<file path="src/rtl/cpdc_pkg.sv">
package cpdc_pkg;

  localparam int unsigned CountW   = 34;
  localparam int unsigned HdrBytes = 10;
  localparam int unsigned CrcBytes = HdrBytes - 2;

  localparam logic [15:0] CrcInit = 16'hFFFF;
  localparam logic [15:0] CrcPoly = 16'h1021;
  localparam logic [15:0] CrcMsb  = 16'h8000;

  typedef enum logic [1:0] {
    ST_OK        = 2'd0,
    ST_SHORT_HDR = 2'd1,
    ST_SHORT_PAY = 2'd2,
    ST_BAD_CRC   = 2'd3
  } status_e;

  typedef enum logic {
    KIND_PAYLOAD = 1'b0,
    KIND_STATUS  = 1'b1
  } kind_e;

  typedef struct packed {
    logic [7:0] in_byte;
    logic       in_last;
  } in_item_t;

  typedef struct packed {
    logic        out_kind;
    logic [7:0]  out_byte;
    logic [7:0]  pkt_type;
    logic [7:0]  sender;
    logic [15:0] seq_num;
    logic [31:0] payload_length;
    logic [1:0]  status;
    logic        out_last;
  } out_item_t;

  // Everything one request produces: an optional payload byte and an optional status.
  typedef struct packed {
    logic        has_pay;
    logic        has_stat;
    logic [7:0]  pay_byte;
    logic [7:0]  pkt_type;
    logic [7:0]  sender;
    logic [15:0] seq_num;
    logic [31:0] payload_length;
    status_e     status;
  } entry_t;

  // CRC-16/CCITT-FALSE update over one byte, MSB first.
  function automatic logic [15:0] crc16_byte(input logic [15:0] crc, input logic [7:0] b);
    logic [15:0] c;
    c = crc ^ {b, 8'h00};
    for (int i = 0; i < 8; i++) begin
      if ((c & CrcMsb) != 16'h0000) begin
        c = (c << 1) ^ CrcPoly;
      end else begin
        c = c << 1;
      end
    end
    return c;
  endfunction

endpackage

</file>
<file path="src/rtl/crc16_packet_deframe_check.sv">
// Channel | Direction | Handshake                 | Payload
// in      | input     | in_valid_i / in_stall_o   | in_i  (in_item_t: byte, last flag)
// out     | output    | out_valid_o / out_stall_i | out_o (out_item_t: one result)
//
// One byte is taken per cycle unless in_stall_o is high; header parse and the
// CRC byte update finish in the cycle of acceptance. A byte gives at most two
// results, queued in a two-entry result buffer; a byte that ends the buffer
// inside the payload gives a payload then a status result, so input stalls only
// then or under output stall. Results are registered in the head or skid entry.
// Asynchronous active-low reset clears counter and header fields, presets CRC.
module crc16_packet_deframe_check import cpdc_pkg::*; (
  input  logic      clk_i,
  input  logic      rst_ni,
  input  logic      in_valid_i,
  output logic      in_stall_o,
  input  in_item_t  in_i,
  output logic      out_valid_o,
  input  logic      out_stall_i,
  output out_item_t out_o
);

  // Per-buffer parse state
  logic [CountW-1:0] count_q, count_d, count_inc;
  logic [15:0]       crc_q, crc_d, crc_upd;
  logic [7:0]        type_q, type_d, type_upd;
  logic [7:0]        sender_q, sender_d, sender_upd;
  logic [15:0]       seq_q, seq_d, seq_upd;
  logic [31:0]       len_q, len_d, len_upd;
  logic [15:0]       rxsum_q, rxsum_d, rxsum_upd;

  logic              accept, push, in_hdr, in_pay, hdr_short;
  logic [CountW-1:0] pay_off;
  logic [3:0]        hdr_pos;
  status_e           status;
  entry_t            entry;

  assign accept  = in_valid_i && !in_stall_o;
  assign in_hdr  = count_q < CountW'(HdrBytes);
  assign pay_off = count_q - CountW'(HdrBytes);
  // Bytes beyond the declared payload are trailing: no payload result, no CRC.
  assign in_pay  = !in_hdr && (pay_off < {2'b00, len_q});
  assign hdr_pos = count_q[3:0];

  // Capture header fields big-endian, advance the CRC.
  always_comb begin
    type_upd   = type_q;
    sender_upd = sender_q;
    seq_upd    = seq_q;
    len_upd    = len_q;
    rxsum_upd  = rxsum_q;
    if (in_hdr) begin
      case (hdr_pos)
        4'd0:                    type_upd   = in_i.in_byte;
        4'd1:                    sender_upd = in_i.in_byte;
        4'd2, 4'd3:              seq_upd    = {seq_q[7:0], in_i.in_byte};
        4'd4, 4'd5, 4'd6, 4'd7:  len_upd    = {len_q[23:0], in_i.in_byte};
        default:                 rxsum_upd  = {rxsum_q[7:0], in_i.in_byte};
      endcase
    end
    if ((count_q < CountW'(CrcBytes)) || in_pay) begin
      crc_upd = crc16_byte(crc_q, in_i.in_byte);
    end else begin
      crc_upd = crc_q;
    end
  end

  // Hold the counter at all-ones rather than wrap.
  assign count_inc = (count_q == '1) ? count_q : count_q + CountW'(1);

  // Status judged on the state after this byte.
  always_comb begin
    hdr_short = count_inc < CountW'(HdrBytes);
    if (hdr_short) begin
      status = ST_SHORT_HDR;
    end else if (count_inc < (CountW'(HdrBytes) + {2'b00, len_upd})) begin
      status = ST_SHORT_PAY;
    end else if (crc_upd != rxsum_upd) begin
      status = ST_BAD_CRC;
    end else begin
      status = ST_OK;
    end
  end

  always_comb begin
    entry                = '0;
    entry.has_pay        = in_pay;
    entry.has_stat       = in_i.in_last;
    entry.pay_byte       = in_i.in_byte;
    entry.status         = status;
    // A short header reports zeroed header fields.
    if (!(in_i.in_last && hdr_short)) begin
      entry.pkt_type       = type_upd;
      entry.sender         = sender_upd;
      entry.seq_num        = seq_upd;
      entry.payload_length = len_upd;
    end
  end

  assign push = accept && (in_pay || in_i.in_last);

  // Drop all state at the end of a buffer so the next byte starts afresh.
  always_comb begin
    count_d  = count_q;
    crc_d    = crc_q;
    type_d   = type_q;
    sender_d = sender_q;
    seq_d    = seq_q;
    len_d    = len_q;
    rxsum_d  = rxsum_q;
    if (accept) begin
      if (in_i.in_last) begin
        count_d  = '0;
        crc_d    = CrcInit;
        type_d   = '0;
        sender_d = '0;
        seq_d    = '0;
        len_d    = '0;
        rxsum_d  = '0;
      end else begin
        count_d  = count_inc;
        crc_d    = crc_upd;
        type_d   = type_upd;
        sender_d = sender_upd;
        seq_d    = seq_upd;
        len_d    = len_upd;
        rxsum_d  = rxsum_upd;
      end
    end
  end

  always_ff @(posedge clk_i or negedge rst_ni) begin
    if (!rst_ni) begin
      count_q  <= '0;
      crc_q    <= CrcInit;
      type_q   <= '0;
      sender_q <= '0;
      seq_q    <= '0;
      len_q    <= '0;
      rxsum_q  <= '0;
    end else begin
      count_q  <= count_d;
      crc_q    <= crc_d;
      type_q   <= type_d;
      sender_q <= sender_d;
      seq_q    <= seq_d;
      len_q    <= len_d;
      rxsum_q  <= rxsum_d;
    end
  end

  // Result buffer: serialises payload and status, parts input from output.
  cpdc_out_queue u_out_queue (
    .clk_i       (clk_i),
    .rst_ni      (rst_ni),
    .push_i      (push),
    .entry_i     (entry),
    .full_o      (in_stall_o),
    .out_valid_o (out_valid_o),
    .out_stall_i (out_stall_i),
    .out_o       (out_o)
  );

endmodule

</file>
<file path="src/rtl/cpdc_out_queue.sv">
module cpdc_out_queue import cpdc_pkg::*; (
  input  logic      clk_i,
  input  logic      rst_ni,
  input  logic      push_i,
  input  entry_t    entry_i,
  output logic      full_o,
  output logic      out_valid_o,
  input  logic      out_stall_i,
  output out_item_t out_o
);

  entry_t head_q, skid_q;
  logic   head_valid_q, skid_valid_q, phase_q;
  logic   head_valid_d, skid_valid_d, phase_d;
  logic   pop, entry_done, show_pay;

  // Payload byte goes first, status second.
  assign show_pay    = head_q.has_pay && !phase_q;
  assign out_valid_o = head_valid_q;
  assign full_o      = skid_valid_q;

  always_comb begin
    out_o                = '0;
    out_o.pkt_type       = head_q.pkt_type;
    out_o.sender         = head_q.sender;
    out_o.seq_num        = head_q.seq_num;
    out_o.payload_length = head_q.payload_length;
    if (show_pay) begin
      out_o.out_kind = KIND_PAYLOAD;
      out_o.out_byte = head_q.pay_byte;
      out_o.status   = ST_OK;
      out_o.out_last = !head_q.has_stat;
    end else begin
      out_o.out_kind = KIND_STATUS;
      out_o.out_byte = 8'h00;
      out_o.status   = head_q.status;
      out_o.out_last = 1'b1;
    end
  end

  assign pop        = head_valid_q && !out_stall_i;
  assign entry_done = pop && !(show_pay && head_q.has_stat);

  always_comb begin
    head_valid_d = head_valid_q;
    skid_valid_d = skid_valid_q;
    phase_d      = phase_q;
    if (pop) begin
      phase_d = !entry_done;
    end
    if (entry_done || !head_valid_q) begin
      if (skid_valid_q) begin
        head_valid_d = 1'b1;
        skid_valid_d = push_i;
      end else begin
        head_valid_d = push_i;
        skid_valid_d = 1'b0;
      end
    end else if (push_i) begin
      skid_valid_d = 1'b1;
    end
  end

  always_ff @(posedge clk_i or negedge rst_ni) begin
    if (!rst_ni) begin
      head_valid_q <= 1'b0;
      skid_valid_q <= 1'b0;
      phase_q      <= 1'b0;
    end else begin
      head_valid_q <= head_valid_d;
      skid_valid_q <= skid_valid_d;
      phase_q      <= phase_d;
    end
  end

  always_ff @(posedge clk_i) begin
    if (entry_done || !head_valid_q) begin
      head_q <= skid_valid_q ? skid_q : entry_i;
      skid_q <= entry_i;
    end else if (push_i) begin
      skid_q <= entry_i;
    end
  end

endmodule

</file>
<file path="config.mk">
export PLATFORM = sky130hd
export DESIGN_NAME = crc16_packet_deframe_check
export DESIGN_NICKNAME = d
export VERILOG_FILES = /design/src/rtl/cpdc_pkg.sv /design/src/rtl/crc16_packet_deframe_check.sv /design/src/rtl/cpdc_out_queue.sv
export SDC_FILE = /design/constraint.sdc
export NUM_CORES = 1
export LEC_CHECK = 0
export BUFFER_PORTS_ARGS = -buffer_cell sky130_fd_sc_hd__buf_2
export CORE_UTILIZATION = 50
export DETAILED_ROUTE_END_ITERATION = 10
export GPL_TIMING_DRIVEN = 0
export PLACE_DENSITY = 0.73
export SYNTH_ARGS = -nofsm -noshare
export SYNTH_HDL_FRONTEND = slang
export SYNTH_SLANG_ARGS = --single-unit
</file>
<file path="constraint.sdc">
create_clock -name clk_i -period 19.6 [get_ports clk_i]
set_input_delay 0 -clock clk_i [delete_from_list [all_inputs] [get_ports clk_i]]
set_output_delay 0 -clock clk_i [all_outputs]
set_load 0.02 [all_outputs]
</file>
Word level (Yosys, flattened, before mapping)
Index checks and enable logic that the tools add are counted.
Storage, ports and cells
  register bits: 285
  input port bits: 13
  output and inout bits: 78
  logic and storage cells: 123
Operators by class
  $add $sub $neg: 3
  magnitude comparators: 5
  equality and inequality tests: 9
  multiplexer cells: 47
  bitwise gates (word level): 9
  reductions and logical operators: 24
Operators with widths (number)
  2-to-1 mux 16 bit: 15
  2-to-1 mux 76 bit: 3
  2-to-1 mux 13 bit: 8
  less-than comparator 34 x 4 -> 1 bit, second input constant: 3
  2-to-1 mux 32 bit: 3
  2-to-1 mux 34 bit: 2
  2-to-1 mux 64 bit: 1
  2-to-1 mux 8 bit: 6
  adder 34 x 1 -> 34 bit, second input constant: 1
  equality test 34 bit, second input constant: 1
  less-than comparator 34 x 32 -> 1 bit: 1
  less-than comparator 34 x 33 -> 1 bit: 1
  subtractor 34 x 4 -> 34 bit, second input constant: 1
  adder 4 x 32 -> 33 bit, first input constant: 1
  inverter 3 bit: 8
  equality test 4 x 3 -> 1 bit, second input constant: 4
  != test 16 bit: 1
  XOR 16 bit: 1
  2-to-1 mux 9 bit: 1
  equality test 4 x 2 -> 1 bit, second input constant: 2
  logical AND 1 bit: 8
  logical NOT 1 bit: 8
  OR reduction 8 bit: 1
  2-to-1 mux 2 bit: 3
  other kinds (8): 13

Depth between registers and ports, before layout
  depth in word-level cells: 32
  depth in mapped cells: 30
  gate-level depth less buffers: 26

Modules after synthesis
From an unflattened synthesis, not the netlist that was laid out.
Second synthesis, totals
  cells, all modules: 1723
  area total of the unflattened synthesis: 17470.5 um^2
By module, submodules not included
  crc16_packet_deframe_check: instances 1, cells each 1394, area each 11208.2 um^2, sequential area each 3273.1 um^2
  cpdc_out_queue: instances 1, cells each 329, area each 6262.3 um^2, sequential area each 4639.4 um^2

Worst setup path after synthesis
OpenSTA, ideal clock, no wires.
  path kind: register -> register
  from: register count_q[28]
  to: register u_out_queue.head_q[0] (netlist name) (data pin)
  library setup time: 272 ps
  arrival: 6086 ps
  required time: 19328 ps
  setup slack: 13242 ps
  stages on the path, launching flop included: 28
  path buffers: 3
  clock period less this slack: 6358 ps
  cell sequence: dfrtp_1 buf_6 or4_4 or4_4 or4_4 nor2_8 buf_2 clkbuf_1 a21oi_1 inv_1 ha_1 a211oi_1 or3_4 or4_4 nor3b_4 nand2_1 xnor2_1 ha_1 a21o_1 a21oi_1 nor2b_1 o21ai_0 nand2_1 o211ai_1 nand4_1 a31o_2 o31ai_1 a31oi_1
On the way
  longest elaborated chain between the ends: 10
  elaborated cells on any way between the ends: 21
  classes of those cells: 3 x add/sub; 5 x order compare; 2 x eq/ne; 8 x mux; 3 x reduce/logical
RTL lines
  from (decl): line crc16_packet_deframe_check.sv:23  | logic [CountW-1:0] count_q, count_d, count_inc;
  from (signal assigned): line crc16_packet_deframe_check.sv:141  | count_q <= count_d;
  parallel branches: the longest is 8 deep, another holds less-than comparator 34 x 4 -> 1 bit
  2-to-1 mux 2 bit (*): line crc16_packet_deframe_check.sv:73  | if (hdr_short) begin
  2-to-1 mux 76 bit (*): line cpdc_out_queue.sv:78  | head_q <= skid_valid_q ? skid_q : entry_i;
  to (signal assigned): line cpdc_out_queue.sv:78
  to (decl): line cpdc_out_queue.sv:12  | entry_t head_q, skid_q;
Every way passes the cells marked *.
A chain may end at the register's enable or synchronous reset.

Worst setup path in the final report
  from: register count_q[12]
  to: register u_out_queue.head_q[0] (netlist name) (data pin)
Same word-level chain as after synthesis.

==> impl_metrics.toml <==
[sta]
min_period_ns = 7.75
slew_violations = 0
layout_setup_ws_ns = 11.85
maxSlewHeadroom_pct = 10.5
tns_ns = 0
finClkSkew_ns = 0.0170
hold_violations = 0
setup_viol = 0
final.period_utilization_pct = 39.6
max_freq_mhz = 129
rsz0062_at_grt = "false"
worst_pin_slew_ns = 1.33

[grt]
grt_use_total_pct = 29.4
grt_pass1_wl_mm = 86.8
overflow = 0
antenna_found_initial = 0
grt_pass1_vias = 15200
grt_max_degree = 92

[detailed_routing]
met2_length_mm = 25.4
wl_met1_mm = 23.6
avgRoutedWirePerCell_um = 21.6
drt-total-wl_mm = 55.6
routed.top_layer = "met4"
drt_iter0_markers = 1799
drc_errors = 0
met3_wirelength_mm = 4.49
final_antenna_net_count = 0
num_vias = 16100
drt-pass1-iter-count = 6
vias_per_cell = 6.24

[finish]
multi_input_area_um2 = 9170
syn_to_final_growth_pct = 12.4
final-instance-count-excl-fill = 2578
nFillCells = 3072
num-nets-final = 2176
fin_util_pct = 57.6
final_layout_size_suffix_gt1_share_pct = 13.6
ff_latch_area_um2 = 7910
antennaDiodeCount = 0

[die]
rows = 69
core_um2 = 35800
initial_core_util_pct = 51.3
io_pins = 91
die_y_um = 194
dieWidth_um = 194
design.die.area_um2 = 37500

[cts]
clkTransAtPathRegs_ns = 0.06
worstSkewPairLatency_ns = 0.60
cts_tree = "yes"
clockBufferDepth = 3
cts-root-buf = "clkbuf_16"
post-cts-setup-buffers = 0
cts-htree-levels = 1
numCtsBuffers = 31
cts_resized = 0
cts_sinks = 285
hold_buffers = 14

[synthesis]
synthesis.nets = 2036
synthFlopType = "edfxtp_1"
synth_cell_types = 78
synth_compound_gate_area_share_pct = 17.1
synth-xor-area-share_pct = 7.06
ys_ff_latch = 285
synth_edf_count = 152
yosys_warnings = 0
synth_top_family_by_area = "compound AO/OA/AOI/OAI gates"
synth_seq_area_share_pct = 43.1
synthCells = 1953
synth_adder_area_share_pct = 4.77
syn-cell-area_um2 = 18400
async_reset_ff_share_pct = 46.7
synthMuxAreaShare_pct = 4.18
syn_area_per_cell_um2 = 9.40
yosys.area_share.simple_pct = 16.7

[min_path]
min_path_type = "in -> reg"

[power]
internal_power_mw = 1.76
power_switching_share_pct = 41.7
ir_drop_mv = 0.0703
p_leak_nw = 8.48
p_clk_share_pct = 19.1
power_mw = 3.01
p_sw_mw = 1.26
power_frac_seq_pct = 33.9
powerDensity_nw_per_um2 = 146
combPwrFrac_pct = 47.0

[critical_path]
reg2reg_depth = 27
crit_path_start_kind = "flop"
required_ns = 19.92
critPathLaunch = "count_q[12]"
regToRegSetupSlack_ns = 11.85
crit_type = "reg -> reg"
timing.rr.start = "count_q[12]"
end_kind = "flop"
crit_path_max_fanout = 10
cp.arrival_ns = 8.08
critPathCapture = "u_out_queue.head_q[0]"
timing.rr.end = "u_out_queue.head_q[0]"

[placed_design]
dp_hpwl_mm = 40.8
post-place-ws_ns = 12.15
place_congestion = 0.976
io_buffers = 90
placed_cells = 2507

[outcome]
status = "finished clean"

[flow_run]
maxCapViolCount = 0
## power by group through the flow
stage,combinational (mW),sequential (mW),clock (mW)
after CTS,1.40,1.02,0.581
after floorplan,1.01,0.996,0
after global placement,1.34,1.03,0
after detailed placement,1.39,1.03,0
after global routing,1.54,1.04,0.602
final,1.42,1.02,0.574
## cell type report
class,instances,area share [%]
tap,461,2.79
inverter,52,0.946
sequential,285,38.3
clock inverter,19,0.794
clock buffer,38,3.98
timing repair buffer,107,3.38
buffer,221,5.36
multi-input combinational,1395,44.4
## how the worst min path moves through the flow
stage                       start                     end  slack [ns]  cells past startpoint
after floorplan            rst_ni              count_q[0]       -0.30                      0
after global placement    in_i[7]  u_out_queue.skid_q[72]        0.20                      1
after detailed placement   rst_ni             count_q[20]       -0.05                      1
after CTS                 in_i[5]  u_out_queue.skid_q[70]        0.14                      2
after global routing      in_i[5]  u_out_queue.skid_q[70]        0.17                      2
final                     in_i[7]  u_out_queue.skid_q[72]        0.16                      2
## logic make-up (layout without fill, tap and decap cells)
logic type	count (synthesis)	in the layout
AO/OA/AOI/OAI	475	475
AND/OR/NAND/NOR	627	627
adder cells (fa/ha/maj)	70	70
multiplexers	75	75
XOR/XNOR	148	148
flip-flops	285	285
buffers and inverters	273	437
## flip-flops by register name, indices dropped and copies added, names as in the netlist, 12 cells and up
name                count
count_q                34
crc_q                  16
len_q                  32
rxsum_q                16
seq_q                  16
u_out_queue.head_q     12
u_out_queue.out_o      64
u_out_queue.skid_q     76
## cell usage after synthesis (10+ instances only)
cell type,number,share of area [%]
a22o_1,16,0.76
nor4_1,18,0.61
mux2_2,13,0.80
o22ai_1,32,1.1
edfxtp_1,152,25
o22a_1,17,0.81
inv_1,52,1.1
ha_1,70,4.8
nand2b_1,10,0.34
buf_4,64,2.6
buf_2,23,0.63
a21o_1,15,0.61
xor2_1,57,2.7
a22oi_1,63,2.6
o31ai_1,78,3.2
a211oi_1,14,0.57
and4_1,10,0.48
a31oi_1,10,0.34
buf_1,12,0.25
mux2i_1,62,3.4
and2_1,14,0.48
dfstp_2,16,2.3
nand4_1,41,1.4
dfrtp_1,117,16
nor2b_1,18,0.61
a21oi_1,66,1.8
nand2_1,212,4.3
nand3_1,41,1.1
clkbuf_1,121,2.5
xnor2_1,91,4.3
o21ai_0,115,3.1
nor3_1,39,1.1
nor2_1,161,3.3
## placed cells by master, fill, tap and decap left out, types with 9 or more instances in the layout
cell / n
buf_2: 112
and3_1: 9
a21o_1: 15
buf_1: 12
a22oi_1: 63
o21ai_0: 115
dfstp_2: 16
mux2_2: 13
buf_4: 64
and4_1: 10
a211oi_1: 14
a31oi_1: 10
a21oi_1: 66
nor2b_1: 18
clkbuf_1: 126
inv_1: 52
o22ai_1: 32
nor3_1: 39
nor4_1: 18
nand2b_1: 10
nand4_1: 41
xnor2_1: 91
nand3_1: 40
nand2_1: 211
clkbuf_16: 31
o31ai_1: 78
edfxtp_1: 152
o22a_1: 17
mux2i_1: 62
and2_1: 14
ha_1: 70
a22o_1: 16
dlygate4sd3_1: 13
nor2_1: 161
xor2_1: 57
dfrtp_1: 117
## through the flow
stage	hold slack [ns]	cell area, µm²
after floorplan	-0.296	18400
after CTS	0.138	20600
after global placement	0.203	19400
final	0.157	20600
after detailed placement	-0.0456	19500
after global routing	0.169	20600
## worst max-delay path, stage by stage, from the launching register on
cell and delay (ns):
dfrtp_1 0.36, clkbuf_1 0.22, nor4_1 0.63, nand4_1 0.51, or4_4 0.63, nor2_8 0.20, buf_2 0.28, clkbuf_1 0.55
a21oi_1 0.27, inv_1 0.18, ha_1 0.20, a211oi_1 0.11, or3_4 0.39, or4_4 0.56, nor3b_4 0.31, nand2_1 0.12
xnor2_1 0.22, ha_1 0.29, a21o_1 0.18, a21oi_1 0.16, nor2b_1 0.07, o21ai_0 0.14, nand2_1 0.07, o211ai_1 0.12
nand4_1 0.12, a31o_2 0.31, o31ai_1 0.22, a31oi_1 0.07
## routing by layer
| metal | global-route usage, % | vias to the layer above |
|---|---|---|
| li1 | - | 7321 |
| met1 | 40.6 | 7822 |
| met2 | 47.6 | 817 |
| met3 | 3.69 | 122 |
| met4 | 10.8 | 0 |
| met5 | 0 | - |
(Power assumes the default switching activity.)
